`config.mk`:
```
export PLATFORM = sky130hd
export DESIGN_NAME = fixed_frame_receiver_sum16_unit
export DESIGN_NICKNAME = d
export VERILOG_FILES = /design/src/hdl/ffrs_pkg.sv /design/src/hdl/ffrs_parser.sv /design/src/hdl/ffrs_out_reg.sv /design/src/hdl/fixed_frame_receiver_sum16_unit.sv
export SDC_FILE = /design/constraint.sdc
export NUM_CORES = 1
export LEC_CHECK = 0
export BUFFER_PORTS_ARGS = -buffer_cell sky130_fd_sc_hd__buf_2
export CAP_MARGIN = 10
export CORE_ASPECT_RATIO = 1.1
export CORE_MARGIN = 8
export CORE_UTILIZATION = 25
export CTS_CLUSTER_DIAMETER = 30
export DETAILED_ROUTE_END_ITERATION = 7
export SLEW_MARGIN = 10
export SYNTH_ARGS = -nofsm -noshare
export SYNTH_HDL_FRONTEND = slang
export SYNTH_HIERARCHICAL = 1
export SYNTH_SLANG_ARGS = --single-unit
```
`constraint.sdc`:
```
create_clock -name clk -period 29.3 [get_ports clk]
set_input_delay 5.86 -clock clk [delete_from_list [all_inputs] [get_ports clk]]
set_output_delay 5.86 -clock clk [all_outputs]
set_load 0.03 [all_outputs]
```
`src/hdl/ffrs_pkg.sv`:
```
// ----------------------------------------------------------------------------
// ffrs_pkg
// constants and types shared by the fixed frame receiver with 16-bit sum
// ----------------------------------------------------------------------------
package ffrs_pkg;

  localparam int unsigned BYTE_W        = 8;
  localparam int unsigned POS_W         = 5;
  localparam int unsigned SUM_W         = 16;
  localparam int unsigned PAYLOAD_BYTES = 16;
  localparam int unsigned PIDX_W        = 4;
  localparam int unsigned HALF_W        = 64;

  localparam logic [BYTE_W-1:0] FRAME_HEAD0 = 8'hBB;
  localparam logic [BYTE_W-1:0] FRAME_HEAD1 = 8'hAA;
  localparam logic [BYTE_W-1:0] FRAME_ADDR  = 8'h00;

  localparam logic [POS_W-1:0] POS_HEAD0   = 5'd0;
  localparam logic [POS_W-1:0] POS_HEAD1   = 5'd1;
  localparam logic [POS_W-1:0] POS_ADDR    = 5'd2;
  localparam logic [POS_W-1:0] POS_CMD     = 5'd3;
  localparam logic [POS_W-1:0] POS_ENC     = 5'd4;
  localparam logic [POS_W-1:0] POS_LEN     = 5'd5;
  localparam logic [POS_W-1:0] POS_PAYLOAD = 5'd6;
  localparam logic [POS_W-1:0] POS_SUM_LO  = 5'd22;
  localparam logic [POS_W-1:0] POS_SUM_HI  = 5'd23;

  localparam int unsigned OUT_DATA_W = 3 * BYTE_W + 2 * HALF_W + SUM_W;

  typedef struct packed {
    logic [SUM_W-1:0]  frame_sum;
    logic [HALF_W-1:0] payload_high;
    logic [HALF_W-1:0] payload_low;
    logic [BYTE_W-1:0] frame_len;
    logic [BYTE_W-1:0] frame_encode;
    logic [BYTE_W-1:0] frame_cmd;
  } frame_res_t;

endpackage

```
`src/hdl/ffrs_parser.sv`:
```
// ----------------------------------------------------------------------------
// ffrs_parser
// frame position tracking, header check, running sum and field capture
// ----------------------------------------------------------------------------
module ffrs_parser import ffrs_pkg::*; (
  input  logic              clk,
  input  logic              rst_n,
  input  logic              byte_go,
  input  logic [BYTE_W-1:0] rx_byte,
  output logic              res_valid,
  output frame_res_t        res
);

  logic [POS_W-1:0]  pos_r, pos_nxt, pos_eff;
  logic [SUM_W-1:0]  sum_r, sum_nxt, sum_add;
  logic [BYTE_W-1:0] cmd_r, enc_r, len_r, sum_lo_r;
  logic [BYTE_W-1:0] payload_r [PAYLOAD_BYTES];
  logic [POS_W-1:0]  pidx_full;
  logic              pl_wr;
  logic [SUM_W-1:0]  rx_sum;

  assign pos_eff   = (pos_r > POS_SUM_HI) ? POS_HEAD0 : pos_r;
  assign sum_add   = sum_r + {{(SUM_W-BYTE_W){1'b0}}, rx_byte};
  assign pidx_full = pos_eff - POS_PAYLOAD;
  assign pl_wr     = byte_go && (pos_eff >= POS_PAYLOAD) && (pos_eff < POS_SUM_LO);
  assign rx_sum    = {rx_byte, sum_lo_r};

  always_comb begin
    pos_nxt = pos_eff + 5'd1;
    sum_nxt = sum_r;
    priority if (pos_eff == POS_HEAD0) begin
      if (rx_byte == FRAME_HEAD0) begin
        sum_nxt = {{(SUM_W-BYTE_W){1'b0}}, rx_byte};
      end else begin
        pos_nxt = POS_HEAD0;
      end
    end else if (pos_eff == POS_HEAD1 && rx_byte != FRAME_HEAD1) begin
      pos_nxt = POS_HEAD0;
    end else if (pos_eff == POS_ADDR && rx_byte != FRAME_ADDR) begin
      pos_nxt = POS_HEAD0;
    end else if (pos_eff == POS_SUM_HI) begin
      pos_nxt = POS_HEAD0;
    end else if (pos_eff < POS_SUM_LO) begin
      sum_nxt = sum_add;
    end else begin
      sum_nxt = sum_r;
    end
  end

  always_ff @(posedge clk) begin
    if (!rst_n) begin
      pos_r    <= POS_HEAD0;
      sum_r    <= '0;
      cmd_r    <= '0;
      enc_r    <= '0;
      len_r    <= '0;
      sum_lo_r <= '0;
    end else if (byte_go) begin
      pos_r <= pos_nxt;
      sum_r <= sum_nxt;
      if (pos_eff == POS_CMD)    cmd_r    <= rx_byte;
      if (pos_eff == POS_ENC)    enc_r    <= rx_byte;
      if (pos_eff == POS_LEN)    len_r    <= rx_byte;
      if (pos_eff == POS_SUM_LO) sum_lo_r <= rx_byte;
    end
  end

  always_ff @(posedge clk) begin
    if (pl_wr) begin
      payload_r[pidx_full[PIDX_W-1:0]] <= rx_byte;
    end
  end

  always_comb begin
    res.frame_cmd    = cmd_r;
    res.frame_encode = enc_r;
    res.frame_len    = len_r;
    res.frame_sum    = sum_r;
    for (int i = 0; i < PAYLOAD_BYTES / 2; i++) begin
      res.payload_low[i*BYTE_W +: BYTE_W]  = payload_r[i];
      res.payload_high[i*BYTE_W +: BYTE_W] = payload_r[i + PAYLOAD_BYTES / 2];
    end
  end

  assign res_valid = byte_go && (pos_eff == POS_SUM_HI) && (rx_sum == sum_r);

endmodule

```
`src/hdl/ffrs_out_reg.sv`:
```
// ----------------------------------------------------------------------------
// ffrs_out_reg
// result register with skid stage toward the master-side stream
// ----------------------------------------------------------------------------
module ffrs_out_reg import ffrs_pkg::*; (
  input  logic                  clk,
  input  logic                  rst_n,
  input  logic                  res_valid,
  input  frame_res_t            res,
  output logic                  res_ready,
  output logic                  out_tvalid,
  input  logic                  out_tready,
  output logic [OUT_DATA_W-1:0] out_tdata
);

  logic       main_vld_r, main_vld_nxt;
  logic       skid_vld_r, skid_vld_nxt;
  frame_res_t main_r, skid_r;
  logic       pop;
  logic       load_main, load_skid, move_skid;

  assign res_ready = !skid_vld_r;
  assign pop       = main_vld_r && out_tready;

  always_comb begin
    main_vld_nxt = main_vld_r;
    skid_vld_nxt = skid_vld_r;
    load_main    = 1'b0;
    load_skid    = 1'b0;
    move_skid    = 1'b0;
    if (pop) begin
      main_vld_nxt = 1'b0;
    end
    if (skid_vld_r && !main_vld_nxt) begin
      move_skid    = 1'b1;
      main_vld_nxt = 1'b1;
      skid_vld_nxt = 1'b0;
    end
    if (res_valid) begin
      if (!main_vld_nxt) begin
        load_main    = 1'b1;
        main_vld_nxt = 1'b1;
      end else begin
        load_skid    = 1'b1;
        skid_vld_nxt = 1'b1;
      end
    end
  end

  always_ff @(posedge clk) begin
    if (!rst_n) begin
      main_vld_r <= 1'b0;
      skid_vld_r <= 1'b0;
    end else begin
      main_vld_r <= main_vld_nxt;
      skid_vld_r <= skid_vld_nxt;
    end
  end

  always_ff @(posedge clk) begin
    if (move_skid) begin
      main_r <= skid_r;
    end else if (load_main) begin
      main_r <= res;
    end
    if (load_skid) begin
      skid_r <= res;
    end
  end

  assign out_tvalid = main_vld_r;
  assign out_tdata  = main_r;

endmodule

```
`src/hdl/fixed_frame_receiver_sum16_unit.sv`:
```
// ----------------------------------------------------------------------------
// fixed_frame_receiver_sum16_unit
// assembles fixed 24-byte frames from a byte stream and emits frames whose
// 16-bit sum matches the received checksum
// ----------------------------------------------------------------------------
// throughput: one byte transaction per cycle while the skid register is empty, set by the single-pass parser
// path: the last byte of a frame is taken into the input register, and the frame
//   result is then loaded into the result register (or the skid register)
// reset: synchronous active-low rst_n returns the parser to the first header
//   byte and empties the input, result and skid registers
// ----------------------------------------------------------------------------
module fixed_frame_receiver_sum16_unit import ffrs_pkg::*; (
  input  logic                  clk,
  input  logic                  rst_n,
  input  logic                  in_tvalid,
  output logic                  in_tready,
  input  logic [BYTE_W-1:0]     in_tdata,   // rx_byte
  output logic                  out_tvalid,
  input  logic                  out_tready,
  output logic [OUT_DATA_W-1:0] out_tdata   // frame_cmd, frame_encode, frame_len,
                                            // payload_low, payload_high, frame_sum
);

  logic              in_vld_r;
  logic [BYTE_W-1:0] in_byte_r;
  logic              res_ready;
  logic              byte_go;
  logic              res_valid;
  frame_res_t        res;

  assign byte_go   = in_vld_r && res_ready;
  assign in_tready = !in_vld_r || res_ready;

  always_ff @(posedge clk) begin
    if (!rst_n) begin
      in_vld_r <= 1'b0;
    end else if (in_tready) begin
      in_vld_r <= in_tvalid;
    end
  end

  always_ff @(posedge clk) begin
    if (in_tready && in_tvalid) begin
      in_byte_r <= in_tdata;
    end
  end

  ffrs_parser u_parser (
    .clk       (clk),
    .rst_n     (rst_n),
    .byte_go   (byte_go),
    .rx_byte   (in_byte_r),
    .res_valid (res_valid),
    .res       (res)
  );

  ffrs_out_reg u_out_reg (
    .clk        (clk),
    .rst_n      (rst_n),
    .res_valid  (res_valid),
    .res        (res),
    .res_ready  (res_ready),
    .out_tvalid (out_tvalid),
    .out_tready (out_tready),
    .out_tdata  (out_tdata)
  );

endmodule
```
==> out/metrics.csv, run 1 <==
metric,value,unit
Resized cells post-CTS,0,
reg2reg start,in_byte_r[7]$_DFFE_PP_,
worst skew pair latency,0.64,ns
Synth cell types,66,
gr usage total,9.78,%
register area share after synthesis,76.3,%
root buffer cell,clkbuf_16,
CTS Hold Bufs,0,
drt total wl,45100,um
Critical Path End Type,flip-flop,
area delta synth->final,28.4,%
cell area after placement,22100,um^2
Synth Area per Inst,19.0,um^2
setup TNS,0,ns
GP Congestion,0.757,
outcome,finished clean,
routed vias,10100,
FMAX,123,MHz
die width,286,um
initial antenna violation count,1,
Pwr Density,79.1,nW/um^2
Storage cell area,15300,um^2
PortBufs,181,
crit start category,input pin,
RSZ-0062 raised after global routing,no,
Synth Area in Adders,0.787,%
leakage power,9.36,nW
die height,313,um
Initial Utilization,25.1,%
Avg WL per Cell,18.3,um
worst hold start,u_parser/payload_r[1][6]$_DFFE_PP_,
CP Launch Point,out_tready,
Crit path top cell by count,buf_4,
Final Cell Area,25700,um^2
Critical Path Max Stage Delay,0.79,ns
max-slew violation count,0,
Max-slew headroom,26.4,%
pin count of the biggest net entering global routing,76,
Synth area leaders,"edfxtp_1 (71%), mux2_4 (7.5%), dfxtp_1 (5.6%)",
CTS tree,built,
Nets,1343,
layout cells sized above 1,40.3,%
Yosys top cell area share,70.7,%
CTS Buf Count,105,
Period minus WS final,8.15,ns
Std-Cell Rows,109,
CTS HTree Levels,3,
dpl hpwl,27100,um
warnings from Yosys,6,
vias per cell,4.09,
Tcrit/Tclk final,27.8,%
largest family of logic cells by synthesized area,multiplexers,
CP bufs+invs,3,
first-pass iteration count of the detailed router,5,
hold_ws,0.409,ns
number of global-route vias before repair,10700,
compound-gate portion of the synthesized area,2.85,%
"Reg clk slew, reported paths",0.05,ns
critical path required time,29.67,ns
total grt overflow,0,
Post-Synth Simple-Gate Area,4.43,%
post-synthesis xor/xnor area fraction,0.918,%
#FFs+latches synth,528,
first-pass GRT wire length,67200,um
ANT nets after route,0,
min-delay worst type,reg -> reg,
syn_nets,1079,
total power,2.04,mW
clock net sink count,528,
# fillers,7724,
worst-path cell chain,buf_2 -> nor2b_4 -> nand2b_4 -> buf_4 -> buf_4 -> mux2_2,
setup violators final,0,
"slowest stage cell, crit path",buf_4,
dominant cell type by area after synthesis,edfxtp_1,
crit-path max FO,52,
DRC,0,
iteration-0 DRC count of the detailed router,636,
ys async rst share,0,%
Longest Clk Path Bufs,3,
Mapped Cells,1055,
die area,89500,um^2
Final Hold Vio Count,0,
multiplexer share of the synthesized area,12.8,%
Crit path max-delay family,buffers and inverters,
most frequent cells in the layout,"edfxtp_1 (472), buf_2 (181), clkbuf_16 (107)",
Core Footprint,79900,um^2
Mapped Area,20000,um^2
crit path kind,in -> reg,
top_reg_cell synth,edfxtp_1,
Post-synth EDFFs,472,
# IOs,182,
CP Data Arrival Time,8.53,ns
area of the multi-input gates,4380,um^2
"commonest non-fill, non-tap cell in the layout",edfxtp_1,
post-CTS setup repair buffer count,0,
Slew @ Worst Pin,1.10,ns
max-capacitance violation count,0,
Clock Skew,0.0376,ns
Max rail drop VDD,0.0000544,V
==> cells in the mapped netlist, drive strengths merged (15+ instances only) <==
cell and n:
mux2 168, edfxtp 472, nor2 34, nor2b 37, mux2i 30, o21ai 18
nand2 31, dfxtp 56, a21oi 26, buf 27, xnor2 16, clkbuf 15
==> cell families (layout without fill, tap and decap cells) <==
family	after synthesis	after routing
DFF	528	528
and+or+nand+nor	159	159
other	0	3
muxes	198	198
AOI/OAI and AO/OA	84	84
adders and majority gates	12	12
xor gates and xnor gates	21	21
buffers and inverters	53	407
==> state kept, by name (all words and copies together), names as in the netlist <==
name	flops
u_parser/pos_r	5
u_parser/sum_r	16
in_byte_r	8
u_parser/payload_r	128
u_parser/enc_r	8
u_out_reg/skid_r	168
in_vld_r	1
u_out_reg/out_tvalid	1
u_out_reg/out_tdata	168
u_parser/cmd_r	8
u_parser/sum_lo_r	8
u_out_reg/skid_vld_r	1
u_parser/len_r	8
==> per-stage QoR <==
step	utilization, %	std cells	setup WS [ns]
floorplan	-	1055	15.76
global placement	27.6	2266	20.60
detailed placement	27.6	2266	20.51
CTS	32.2	2463	21.19
global route	32.2	2463	21.05
finish	32.2	2466	21.15
==> per-layer routing <==
metal  share of wire, %  wire length (um)  vias to the layer above  track usage, %
met5                  0                 0                        -               0
met4                2.2               981                        0            3.77
met3                5.9              2660                       75            2.51
met2                 47             21200                      304            15.7
met1                 45             20200                     5067            12.6
li1                   -                 -                     4636               -
==> final cells by class <==
| class | instances | share of cell area [%] |
|---|---|---|
| Clock buffer | 120 | 10.6 |
| Antenna cell | 3 | 0.0292 |
| Inverter | 11 | 0.180 |
| Timing Repair Buffer | 199 | 4.04 |
| Clock inverter | 77 | 3.56 |
| Sequential cell | 528 | 59.4 |
| Multi-Input combinational cell | 474 | 17.0 |
| Tap cell | 1054 | 5.12 |
==> final timing paths <==
path | to | slack [ns] | depth (start not counted)
worst min register to register | u_out_reg/skid_r[38]$_DFFE_PP_ | 0.41 | 0
worst max-delay path | u_out_reg/out_tdata[35]$_DFFE_PP_ | 21.15 | 6
worst min-delay path | u_out_reg/skid_r[38]$_DFFE_PP_ | 0.41 | 0
worst max register to register | u_out_reg/skid_r[102]$_DFFE_PP_ | 25.14 | 8
==> power breakdown <==
| part | switching [mW] | leakage (nW) | internal [mW] |
|---|---|---|---|
| registers | 0.00118 | 4.72 | 0.814 |
| logic | 0.0163 | 2.89 | 0.00641 |
| clock network | 0.412 | 1.75 | 0.787 |
| total | 0.429 | 9.36 | 1.61 |
(Power assumes the default switching activity.)
==> run 2: changes to the inputs <==
Clock period 29.3 ns to 7.2 ns, I/O delays scaled along.
==> run 2 against run 1 <==
  * Sequential power rose to 4.1 times the previous value
  * Wire length grew 1.4%
  * Largest cell class unchanged
  * Global-route usage is 0.21 points higher
  * Critical path type is now reg -> reg
  * Hold slack improved by 0.0063 ns
  * Critical endpoint is now u_out_reg/skid_r[121]$_DFFE_PP_
  * Power grew to 4.1 times the previous value
  * Via count about the same
  * Clock skew increased by 0.016 ns
  * Critical path depth increased by 1
  * Cell count down 0.45%
==> out/metrics.csv, run 2 (synthesis gave the netlist of run 1 again) <==
metric,value,unit,change
area delta synth->final,28.6,%,
CTS Buf Count,103,,-1.9%
drt total wl,45700,um,+1.4%
crit start category,flip-flop,,
root buffer cell,clkbuf_16,,
die width,286,um,unchanged
first-pass GRT wire length,68700,um,+2.2%
layout cells sized above 1,39.5,%,-0.77 points
clock net sink count,528,,unchanged
worst skew pair latency,0.66,ns,+0.02 ns
GP Congestion,0.753,,-0.54%
Tcrit/Tclk final,59.9,%,
iteration-0 DRC count of the detailed router,776,,+22%
Finished Core Util,32.2,%,+0.038 points
number of global-route vias before repair,10700,,+0.36%
first-pass iteration count of the detailed router,6,,+1
worst hold start,u_parser/payload_r[15][0]$_DFFE_PP_,,
Core Footprint,79900,um^2,unchanged
vias per cell,4.11,,+0.43%
Initial Utilization,25.1,%,unchanged
hold_ws,0.415,ns,+0.00635 ns
Period minus WS final,4.31,ns,
Clock Skew,0.0539,ns,+0.0163 ns
max-slew violation count,0,,unchanged
pin count of the biggest net entering global routing,169,,+120%
Nets,1336,,-0.52%
initial antenna violation count,1,,unchanged
Final Hold Vio Count,0,,unchanged
total power,8.37,mW,+310%
CP Launch Point,u_parser/pos_r[0]$_SDFFE_PN0P_,,
Slew @ Worst Pin,1.18,ns,+0.0819 ns
crit-path max FO,111,,+110%
critical path required time,7.47,ns,-22.20 ns
most frequent cells in the layout,"edfxtp_1 (472), buf_2 (181), clkbuf_16 (103)",,
setup TNS,0,ns,unchanged
leakage power,9.36,nW,about the same
crit path kind,reg -> reg,,
Max-slew headroom,21.2,%,-5.2 points
setup violators final,0,,unchanged
Pwr Density,325,nW/um^2,+310%
# diodes,0,,-3
CTS HTree Levels,3,,unchanged
gr usage total,9.99,%,+0.21 points
routed vias,10100,,-0.020%
met1 Use GR,12.9,%,+0.30 points
GRT met2 Usage,16.0,%,+0.26 points
total grt overflow,0,,unchanged
reg2reg start,u_parser/pos_r[0]$_SDFFE_PN0P_,,
RSZ-0062 raised after global routing,no,,
Longest Clk Path Bufs,3,,unchanged
ANT nets after route,0,,unchanged
Std-Cell Rows,109,,unchanged
die area,89500,um^2,unchanged
Critical Path End Type,flip-flop,,
cell area after placement,22100,um^2,about the same
post-CTS setup repair buffer count,0,,unchanged
gr busiest metal,met2,,
FMAX,232,MHz,
CTS Hold Bufs,0,,unchanged
outcome,finished clean,,
met3 Use GR,2.90,%,+0.39 points
# IOs,182,,unchanged
die height,313,um,unchanged
max-capacitance violation count,0,,unchanged
Final Cell Area,25800,um^2,+0.12%
"commonest non-fill, non-tap cell in the layout",edfxtp_1,,
dpl hpwl,27500,um,+1.5%
CP Data Arrival Time,4.58,ns,-3.95 ns
CTS tree,built,,
min-delay worst type,reg -> reg,,
DRC,0,,unchanged
"Reg clk slew, reported paths",0.05,ns,about the same
# fillers,7748,,+0.31%
Max rail drop VDD,0.000165,V,+200%
PortBufs,181,,unchanged
Resized cells post-CTS,0,,unchanged
Avg WL per Cell,18.6,um,+1.8%
==> run 2: cell types whose count changed in the layout (fill, tap and decap cells not counted), moves of 4 or more <==
cell       previous run  this run
clkinv_2             15        11
clkbuf_16           107       103
inv_6                14         9
buf_4                18        11
bufinv_16            12        18
clkinv_1              5        14
==> run 2: stage by stage <==
step / cells / setup slack (ns)
floorplan: 1055 / 0.714
global placement: 2261 / 3.18
detailed placement: 2261 / 2.93
CTS: 2455 / 2.92
global route: 2455 / 2.47
finish: 2455 / 2.89
==> run 2: final cells by class <==
class	instances	area (um^2)	share of cell area (%)
Clock buffer	115	2650	10.3
Clock inverter	79	1050	4.06
Inverter	11	48.8	0.189
Multi-Input combinational cell	474	4380	17.0
Sequential cell	528	15300	59.4
Tap cell	1054	1320	5.12
Timing Repair Buffer	194	1030	3.99
==> run 2: power breakdown <==
part / internal, mW / total [mW] / switching [mW]
clock: 3.33 / 4.96 / 1.63
sequential: 3.31 / 3.32 / 0.00484
combinational: 0.0259 / 0.0912 / 0.0653
total: 6.67 / 8.37 / 1.70
==> run 2: worst max-delay path, stage by stage (launching register included) <==
cell and delay (ns):
dfxtp_1 0.58, nand3_1 0.21, nor2_1 0.24, nand4_1 0.12
nor4_1 0.68, o21ai_0 0.45, inv_8 0.66, buf_4 0.77
==> run 2: layer usage <==
| layer | routed length, um | share of wire, % | up-vias |
|---|---|---|---|
| met2 | 21500 | 47 | 354 |
| met4 | 874 | 1.9 | 0 |
| li1 | - | - | 4629 |
| met5 | 0 | 0 | - |
| met3 | 3170 | 6.9 | 78 |
| met1 | 20100 | 44 | 5019 |
==> run 2: worst paths after layout <==
check        cells after the start                         endpoint  slack [ns]
min                              0  u_out_reg/skid_r[144]$_DFFE_PP_        0.42
max reg2reg                      7  u_out_reg/skid_r[121]$_DFFE_PP_        2.89
min reg2reg                      0  u_out_reg/skid_r[144]$_DFFE_PP_        0.42
max                              7  u_out_reg/skid_r[121]$_DFFE_PP_        2.89
